`src/hw/rtl/ogs_pkg.sv`:
```
// Shared constants and types for the orbit gravity step block.
package ogs_pkg;

    // Configuration register indexes
    localparam logic [2:0] REG_CENTER_X = 3'd0;
    localparam logic [2:0] REG_CENTER_Y = 3'd1;
    localparam logic [2:0] REG_PULL     = 3'd2;
    localparam logic [2:0] REG_CONTACT  = 3'd3;
    localparam logic [2:0] REG_BOUNCE   = 3'd4;

    // Operations of the shared divide/root unit
    localparam logic [1:0] OP_SQRT = 2'd0;
    localparam logic [1:0] OP_DIV  = 2'd1;

    // Request to the shared unit
    typedef struct packed {
        logic        start;
        logic [1:0]  op;
        logic [65:0] num;
        logic [63:0] den;
    } t_unit_req;

    // Response from the shared unit
    typedef struct packed {
        logic        done;
        logic [65:0] res;
    } t_unit_rsp;

endpackage

```
`src/hw/rtl/ogs_unit.sv`:
```
// Shared iterative unit: restoring division and bitwise integer square root.
module ogs_unit
    import ogs_pkg::*;
(
    input  logic      i_clk,
    input  logic      i_rst_n,
    input  t_unit_req i_req,
    output t_unit_rsp o_rsp
);

    localparam int unsigned NB = 66;
    localparam int unsigned NB_HALF = NB / 2;

    logic [NB-1:0] r_num, n_num;
    logic [NB-1:0] r_rem, n_rem;
    logic [NB-1:0] r_res, n_res;
    logic [63:0]   r_den;
    logic          r_op;
    logic [6:0]    r_cnt, n_cnt;
    logic          r_busy, n_busy;
    logic          r_done, n_done;

    logic [NB+1:0] w_trial;
    logic [NB+1:0] w_rem2;
    logic [NB+1:0] w_sub;

    // One quotient bit, or one root bit (two radicand bits), per cycle
    always_comb begin
        n_num  = r_num;
        n_rem  = r_rem;
        n_res  = r_res;
        n_cnt  = r_cnt;
        n_busy = r_busy;
        n_done = 1'b0;
        w_rem2 = '0;
        w_sub  = '0;
        w_trial = '0;
        if (r_op == OP_DIV[0]) begin
            w_rem2 = {1'b0, r_rem, r_num[NB-1]};
            w_sub  = {4'b0, r_den};
        end else begin
            w_rem2 = {r_rem, r_num[NB-1 -: 2]};
            w_sub  = {r_res, 2'b01};
        end
        w_trial = w_rem2 - w_sub;
        if (r_busy) begin
            if (!w_trial[NB+1]) begin
                n_rem = w_trial[NB-1:0];
                n_res = {r_res[NB-2:0], 1'b1};
            end else begin
                n_rem = w_rem2[NB-1:0];
                n_res = {r_res[NB-2:0], 1'b0};
            end
            n_num = (r_op == OP_DIV[0]) ? {r_num[NB-2:0], 1'b0} : {r_num[NB-3:0], 2'b00};
            n_cnt = r_cnt - 7'd1;
            if (r_cnt == 7'd1) begin
                n_busy = 1'b0;
                n_done = 1'b1;
            end
        end
    end

    // Load a new operation or advance
    always_ff @(posedge i_clk) begin
        if (!i_rst_n) begin
            r_busy <= 1'b0;
            r_done <= 1'b0;
            r_cnt  <= '0;
        end else if (i_req.start) begin
            r_busy <= 1'b1;
            r_done <= 1'b0;
            r_cnt  <= (i_req.op == OP_DIV) ? 7'(NB) : 7'(NB_HALF);
        end else begin
            r_busy <= n_busy;
            r_done <= n_done;
            r_cnt  <= n_cnt;
        end
    end

    always_ff @(posedge i_clk) begin
        if (i_req.start) begin
            r_num <= i_req.num;
            r_den <= i_req.den;
            r_op  <= (i_req.op == OP_DIV);
            r_rem <= '0;
            r_res <= '0;
        end else begin
            r_num <= n_num;
            r_rem <= n_rem;
            r_res <= n_res;
        end
    end

    assign o_rsp.done = r_done;
    assign o_rsp.res  = r_res;

endmodule

```
`config.mk`:
```
export PLATFORM = sky130hd
export DESIGN_NAME = ogs_unit
export DESIGN_NICKNAME = d
export VERILOG_FILES = /design/src/hw/rtl/ogs_pkg.sv /design/src/hw/rtl/ogs_unit.sv
export SDC_FILE = /design/constraint.sdc
export NUM_CORES = 1
export LEC_CHECK = 0
export ABC_AREA = 1
export BUFFER_PORTS_ARGS = -buffer_cell sky130_fd_sc_hd__buf_2
export CAP_MARGIN = 20
export CORE_ASPECT_RATIO = 1.4
export CORE_MARGIN = 2
export CORE_UTILIZATION = 35
export DETAILED_ROUTE_END_ITERATION = 6
export PLACE_DENSITY_LB_ADDON = 0.2
export SLEW_MARGIN = 20
export SYNTH_ARGS = -nofsm -noshare
export SYNTH_HDL_FRONTEND = slang
export SYNTH_SLANG_ARGS = --single-unit
```
`constraint.sdc`:
```
create_clock -name i_clk -period 4 [get_ports i_clk]
set_clock_uncertainty 0.15 [all_clocks]
set_input_delay 0.6 -clock i_clk [delete_from_list [all_inputs] [get_ports i_clk]]
set_output_delay 0.6 -clock i_clk [all_outputs]
set_load 0.02 [all_outputs]
```
# [Yosys cells after proc, flatten, opt, wreduce, memory -nomap -nowiden]
# Index checks and enable logic that the tools add are counted.
[op_classes] addsub=2 multipliers=0 div=0 magnitude_cmp=0 eq_ne=2 shifts=0 mux=14 n_bitwise=2 n_reduce_logical=2
[op_table] op="two-way mux 66 bit" n=4
[op_table] op="two-way mux 68 bit" n=2
[op_table] op="subtractor 68 bit" n=1
[op_table] op="two-way mux 7 bit" n=3
[op_table] op="equality test 7 x 1 -> 1 bit (second input constant)" n=1
[op_table] op="subtractor 7 x 1 -> 7 bit (second input constant)" n=1
[op_table] op="two-way mux 1 bit" n=5
[op_table] op="OR reduction 3 bit" n=1
[op_table] op="equality test 2 x 1 -> 1 bit (second input constant)" n=1
[op_table] op="inverter 1 bit" n=2
[op_table] op="nonzero test 2 bit" n=1
[totals] reg_bits=272 latch_bits=0 ramBits=0 romBits=0 output_inout_bits=67 mem_count=0

# [Logic depth before layout (Yosys ltp)]
# Gate-level depths: netlist of the first run.
[depth] ltp_word=4 depth_mapped=26

# [Least setup slack after synthesis of the first run]
# No wires, ideal clock.
[synth_timing] kind="in2reg" start="input port i_req[132] (netlist bit)" end="register r_num[0], enable pin" arrival_time_ps=3038 required_ps=3393 setup_slack_ps=356 stages=4 n_path_buf=2 path_cell_list="clkbuf_1 -> nor2_1 -> inv_2 -> clkbuf_1"
[synth_between] elab_chain_cells=1
[synth_lines] element="from (decl)" line_no="ogs_unit.sv:7" source="input t_unit_req i_req,"
[synth_lines] element="nonzero test 2 bit (no line)"
[synth_lines] element="to (signal assigned)" line_no="ogs_unit.sv:82" source="r_num <= i_req.num;"
[synth_lines] element="to (signal assigned)" line_no="ogs_unit.sv:88" source="r_num <= n_num;"
[synth_lines] element="to (decl)" line_no="ogs_unit.sv:14" source="logic [NB-1:0] r_num, n_num;"
# Every way passes these cells.
# A chain may end at the register's enable or synchronous reset.

# [Worst setup path after layout of the first run]
[layout_timing] start="register r_op" end="register r_rem[56]"
[layout_between] elab_chain_cells=3 word_cells_on_any_way=4 cone_classes="add/sub: 1; mux: 3"
[layout_lines] element="from (decl)" line_no="ogs_unit.sv:18" source="logic r_op;"
[layout_lines] element="from (signal assigned)" line_no="ogs_unit.sv:84" source="r_op <= (i_req.op == OP_DIV);"
[layout_lines] element="two-way mux 68 bit" line_no="ogs_unit.sv:38" source="if (r_op == OP_DIV[0]) begin"
[layout_lines] element="subtractor 68 bit" line_no="ogs_unit.sv:45" source="w_trial = w_rem2 - w_sub;"
[layout_lines] element="two-way mux 66 bit *" line_no="ogs_unit.sv:47" source="if (!w_trial[NB+1]) begin"
[layout_lines] element="to (signal assigned)" line_no="ogs_unit.sv:89" source="r_rem <= n_rem;"
[layout_lines] element="to (decl)" line_no="ogs_unit.sv:15" source="logic [NB-1:0] r_rem, n_rem;"
# Every way passes the cells marked *; elsewhere a longest branch is shown, timed or not.

==> run_results.csv, run 1 <==
group,metric,value,unit
logic_synthesis,synth_area_per_cell,6.65,um^2
job,cap_viol_max_count,0,
floorplan,core-area,51000,um^2
placement,dp.cells,3523,
logic_synthesis,ys_seq_elements,272,
critical_path,worst_setup_path_start_kind,"flop",
global_routing,grt_pass1_wl,99.9,mm
finish,instances_no_fill,3610,
clock_tree,postCtsSetupBuffers,0,
logic_synthesis,synth-edff-count,131,
route,drtIter0Drc,1068,
pwr,powerDensity,665,nW/um^2
sta,worst_slack,0.226,ns
critical_path,crit_type,"reg -> reg",
finish,nets,3140,
logic_synthesis,synthAdderAreaFrac,4.89,%
sta,setup_viol,0,
critical_path,crit_path_end_kind,"flop",
global_routing,track_usage,23.9,%
logic_synthesis,synth_top_family_by_area,"simple AND/OR/NAND/NOR gates",
finish,fin_util,41.7,%
global_routing,antenna_found_initial,1,
sta,holdWs,0.0258,ns
logic_synthesis,yosys.area_share.simple,32.6,%
clock_tree,htree_levels,1,
placement,io_buffers,201,
floorplan,die_w,196,um
sta,fmax,265,MHz
placement,hpwl,50.5,mm
sta,rsz0062_at_grt,"yes",
sta,finalCriticalPeriod,3.77,ns
logic_synthesis,ys_seq_area_share,37.4,%
logic_synthesis,ys_top_cells_by_count,"nand2_1 (966), inv_1 (360), a21oi_1 (212), nor2_1 (190), nand3_1 (183)",
global_routing,grt_max_degree,78,
floorplan,start_util,35.4,%
placement,pre_cts_slack,0.143,ns
critical_path,worst_ep_required_time,4.36,ns
logic_synthesis,synth_compound_area_share,13.0,%
route,wire_per_inst,17.8,um
finish,multi_input_area,9450,um^2
route,drc,0,
sta,max-slew-margin-rel,39.9,%
logic_synthesis,netlist_top_cells_area,"edfxtp_1 (22%), nand2_1 (20%), dfxtp_1 (16%), inv_1 (7.5%), a21oi_1 (5.9%)",
floorplan,ios,202,
placement,gp_congestion,1.02,
floorplan,die_h,273,um
critical_path,path_max_fanout,57,
global_routing,first_global_vias,18063,
logic_synthesis,synthMuxAreaShare,0.0554,%
floorplan,num_rows,98,
pwr,ir_worst_vdd,0.000342,V
logic_synthesis,postSynthCellCount,2719,
logic_synthesis,synth_area,18100,um^2
finish,nFillCells,5546,
logic_synthesis,synth_warnings,0,
logic_synthesis,synthArstFlopShare,0,%
logic_synthesis,synth_top_area_share,21.8,%
route,final_antenna_net_count,0,
logic_synthesis,synth_xor_area_share,1.60,%
floorplan,dieArea,53500,um^2
route,avgViaCountPerCell,5.01,
run_status,status,"finished clean",
critical_path,r2r_cells,19,
pwr,leakagePower,10.7,nW
min_path,min_delay_path_depth,1,
clock_tree,cts_num_sinks,272,
sta,drv_slew,0,
clock_tree,clk_path_buf_depth,3,
clock_tree,tritoncts,"yes",
sta,final_hold_viol_count,0,
route,routed_wl,64.4,mm
finish,diodes,0,
logic_synthesis,synth_nets,2924,
logic_synthesis,synth_top_area_cell,"edfxtp_1",
logic_synthesis,synth.distinct_cells,46,
critical_path,cp.arrival,4.13,ns
finish,regArea,6760,um^2
sta,max_slew.worst_pin.slew,0.902,ns
logic_synthesis,ys_dominant_reg_cell,"dfxtp_1",
logic_synthesis,yosysMostFrequentCell,"nand2_1",
finish,drive_above_1_share,12.3,%
clock_tree,cts.clk_slew.worst_paths,0.07,ns
route,vias,18097,
clock_tree,clk_latency,0.61,ns
sta,timing.final.crit_share,94.4,%
route,firstDrtPassIters,7,
clock_tree,clock-root-buffer,"clkbuf_16",
global_routing,gr-total-overflow,0,
finish,syn_to_final_growth,17.6,%
clock_tree,cts_inserted_buffers,31,
min_path,hold_path.class,"in -> reg",
## metal layers
layer  GRT usage [%]  share of wire [%]  routed length, um
met2            44.7                 51              32900
met1            26.0                 38              24700
met4            12.7                5.8               3700
met3            3.17                4.8               3080
met5               0              0.020                 13
## what timing repair did
item	in CTS	in global routing
setup endpoints to repair	0	18
hold buffers	29	0
endpoints found under the hold margin	29	0
resized for setup	0	5
## registers in the layout, summed over array words and instances, names as in the netlist
signal	cells
r_busy	1
r_cnt	7
r_den	64
r_done	1
r_num	66
r_op	1
r_rem	66
r_res	66
## final timing paths
| check | slack [ns] | start | endpoint |
|---|---|---|---|
| max | 0.23 | r_op | r_rem[56] |
| min | 0.03 | i_req[26] | r_den[26] |
| max reg2reg | 0.23 | r_op | r_rem[56] |
| min reg2reg | 0.30 | r_rem[0] | r_rem[0] |
## cell usage in the layout, fill, tap and decap left out, types with 4 or more instances in the layout
cell and instances:
nand3b_1 16, buf_4 51, nand2_2 5, nand4_1 15
clkbuf_1 11, o22ai_1 64, clkbuf_16 32, o21ai_0 134
o21bai_1 16, inv_1 358, nor3_1 13, or2_2 25
xnor2_1 17, nand3_1 182, nor2_1 187, buf_2 200
nor2_2 6, xor2_1 16, dfxtp_1 141, nand3_2 4
edfxtp_1 131, clkinv_1 4, nand2_1 966, inv_2 6
a21oi_1 212, dlygate4sd3_1 29, buf_12 8, ha_1 69
## worst max-delay path: stages, from the launching register on
cell      delay, ns
edfxtp_1       0.48
inv_6          0.29
buf_12         0.27
o21ai_0        0.22
ha_1           0.50
nand2_1        0.15
nor2_2         0.16
inv_2          0.05
nor2_2         0.20
nand2_1        0.10
inv_1          0.07
nand2_2        0.06
nand2_2        0.09
nand2_4        0.08
nand2_4        0.09
nand2_2        0.11
nand3_2        0.25
nand2_1        0.17
nand2_1        0.10
nand2_1        0.04
## stage by stage
stage	total power, mW	area [um^2]	setup TNS (ns)
finish	14.1	21300	0
global route	15.2	21300	-0.134
CTS	14.2	21200	0
detailed placement	11.2	19900	0
global placement	11.2	19900	0
floorplan	8.71	18100	0
## final cells by class
class / instances / area share, %
Multi-Input combinational cell: 1974 / 44.5
Tap cell: 650 / 3.83
Inverter: 367 / 6.52
Timing Repair Buffer: 289 / 8.68
Sequential cell: 272 / 31.8
Clock buffer: 45 / 4.09
Clock inverter: 13 / 0.653
## cell families after synthesis
logic type | count (synthesis)
compound gates | 439
xor+xnor | 33
fa+ha+maj | 70
buf+inv | 473
flops | 272
mux | 1
simple gates | 1431
## power breakdown
| part | switching (mW) | total, mW | internal [mW] |
|---|---|---|---|
| clock | 1.25 | 2.89 | 1.64 |
| combinational | 5.17 | 7.61 | 2.44 |
| sequential | 0.284 | 3.64 | 3.36 |
Note: power is estimated with default switching activity, not from simulation.
==> inputs of run 2 (changes only) <==
--- a/config.mk
+++ b/config.mk
@@ -8,6 +8,8 @@
 export ABC_AREA = 1
 export BUFFER_PORTS_ARGS = -buffer_cell sky130_fd_sc_hd__buf_2
 export CAP_MARGIN = 20
+export CELL_PAD_IN_SITES_DETAIL_PLACEMENT = 1
+export CELL_PAD_IN_SITES_GLOBAL_PLACEMENT = 1
 export CORE_ASPECT_RATIO = 1.4
 export CORE_MARGIN = 2
 export CORE_UTILIZATION = 35
==> run 2 against run 1 <==
Net effect: flip-flop and latch count stayed put; combinational power is 10% higher; register-to-register slack worse by 0.06 ns; sequential power hardly changed; clock power is 2% higher; wire length is 12% higher; critical path type unchanged; highest routed layer is now met4.
==> run_results.csv, run 2 (same netlist as run 1, synthesis figures left out) <==
group,metric,value,unit
pwr,clkPwrFrac,19.7,%
global_routing,first_global_vias,19934,
route,wire_per_inst,19.7,um
global_routing,antenna_found_initial,0,
floorplan,core-area,51000,um^2
global_routing,gr-total-overflow,0,
critical_path,cp.buffers_inverters,5,
clock_tree,tritoncts,"yes",
finish,multi_input_area,9470,um^2
critical_path,r2r_start,"r_op",
critical_path,worst_setup_path_start_kind,"flop",
route,final_antenna_net_count,0,
pwr,powerDensity,686,nW/um^2
floorplan,die_w,196,um
pwr,netSwitchingFraction,47.4,%
finish,diodes,0,
pwr,combPwrFrac,55.9,%
critical_path,cp_cell_sequence,"buf_4, buf_6, o21ai_0, inv_1, ha_1, nand2_1, o21ai_0, a21oi_1, nand2_1, a21oi_4, nand3_2, buf_4, buf_4, nand3_1, nand2_1, nand2_1, nand2_1",
finish,nFillCells,6684,
route,drc,0,
sta,drv_slew,0,
critical_path,cp.arrival,4.18,ns
clock_tree,cts_num_sinks,272,
finish,syn_to_final_growth,20.6,%
critical_path,r2r_end,"r_rem[31]",
placement,io_buffers,201,
critical_path,crit_path_end_kind,"flop",
min_path,min_delay_path_depth,1,
route,vias,18801,
finish,fin_util,42.7,%
critical_path,crit_type,"reg -> reg",
critical_path,r2r_cells,17,
floorplan,die_h,273,um
clock_tree,clock-root-buffer,"clkbuf_16",
pwr,finalPower,15.0,mW
route,avgViaCountPerCell,5.13,
floorplan,num_rows,98,
pwr,leakagePower,11.0,nW
route,firstDrtPassIters,5,
global_routing,grt_max_degree,134,
global_routing,track_usage,26.3,%
floorplan,dieArea,53500,um^2
sta,fmax,261,MHz
clock_tree,htree_levels,1,
sta,finalCriticalPeriod,3.84,ns
sta,max-slew-margin-rel,39.4,%
finish,design_area,21800,um^2
global_routing,grt_pass1_wl,109,mm
placement,postPlaceCellArea,20500,um^2
finish,drive_above_1_share,14.5,%
pwr,ir_worst_vdd,0.000407,V
pwr,intPower,7.86,mW
critical_path,crit_family,"compound AO/OA/AOI/OAI gates",
route,routed_wl,72.2,mm
clock_tree,clk_latency,0.62,ns
sta,setup_viol,0,
clock_tree,clk_path_buf_depth,3,
finish,reg_top3,"r_num (66), r_rem (66), r_res (66)",
min_path,whs_endpoint,"r_den[45]",
critical_path,worst_ep_required_time,4.34,ns
clock_tree,cts_inserted_buffers,31,
placement,hpwl,56.3,mm
pwr,netSwitchingPower,7.10,mW
min_path,hold_start,"i_req[45]",
finish,nets,3193,
floorplan,ios,202,
job,cap_viol_max_count,0,
sta,timing.final.crit_share,96.0,%
finish,layout_common_cells,"nand2_1 (963), inv_1 (358), a21oi_1 (211)",
critical_path,path_max_fanout,25,
min_path,hold_path.class,"in -> reg",
sta,max_slew.worst_pin.slew,0.909,ns
sta,final_hold_viol_count,0,
critical_path,cpPeakStageDelay,0.50,ns
sta,fin_tns_setup,0,ns
run_status,status,"finished clean",
finish,layout_commonest_cell,"nand2_1",
floorplan,start_util,35.4,%
critical_path,slowest_stage,"edfxtp_1",
critical_path,rrSetupSlack,0.16,ns
clock_tree,cts.clk_slew.worst_paths,0.07,ns
route,drtIter0Drc,832,
critical_path,critical_path.most_common_cell,"nand2_1",
sta,holdWs,0.0189,ns
pwr,pwr-share-seq,24.4,%
finish,regArea,6760,um^2
placement,gp_congestion,1.00,
run 2: timing repair:
item / CTS / global route
hold buffers: 22 / 0
setup buffers: 0 / 2
endpoints found under the hold margin: 22 / 0
setup endpoints to repair: 0 / 64
gates resized for setup: 0 / 19
run 2: final cells by class:
cell class	instances	share of cell area [%]
Clock buffer	40	4.09
Sequential cell	272	31.0
Tap cell	650	3.73
Clock inverter	18	0.700
Timing Repair Buffer	342	10.7
Inverter	367	6.37
Multi-Input combinational cell	1974	43.4
run 2: power groups by stage:
stage	Clock [mW]	Combinational [mW]	Sequential [mW]
6_report	2.95	8.37	3.65
2_1_floorplan	0	5.12	3.59
3_5_place_dp	0	8.26	3.68
5_1_grt	3.11	9.21	3.69
4_1_cts	3.02	8.31	3.64
3_3_place_gp	0	8.13	3.67
run 2: worst register-to-register path, stage by stage (launching register included):
cell	delay, ns
edfxtp_1	0.50
buf_4	0.22
buf_6	0.22
o21ai_0	0.26
inv_1	0.07
ha_1	0.40
nand2_1	0.26
o21ai_0	0.25
a21oi_1	0.20
nand2_1	0.11
a21oi_4	0.24
nand3_2	0.17
buf_4	0.22
buf_4	0.18
nand3_1	0.12
nand2_1	0.06
nand2_1	0.05
nand2_1	0.05
run 2: worst max-delay path by stage:
stage                     from   endpoint  slack (ns)  cells past startpoint
finish                    r_op  r_rem[31]        0.16                     17
global placement          r_op  r_rem[44]        0.06                     19
CTS                       r_op  r_rem[44]        0.02                     19
detailed placement        r_op  r_rem[44]        0.01                     19
floorplan           i_req[132]   r_num[0]        0.36                      4
global route              r_op  r_rem[31]       -0.01                     21
run 2: metrics by stage:
step,instances,setup slack (ns)
finish,3663,0.162
global route,3663,-0.0137
CTS,3659,0.0174
detailed placement,3579,0.0144
global placement,3579,0.0614
floorplan,2719,0.356
run 2: metal layers:
metal / wire (um) / share of wire, % / track usage [%]
met1: 27500 / 38 / 27.7
met2: 37700 / 52 / 50.3
met3: 2210 / 3.1 / 2.52
met4: 4760 / 6.6 / 15.3
met5: 0 / 0 / 0
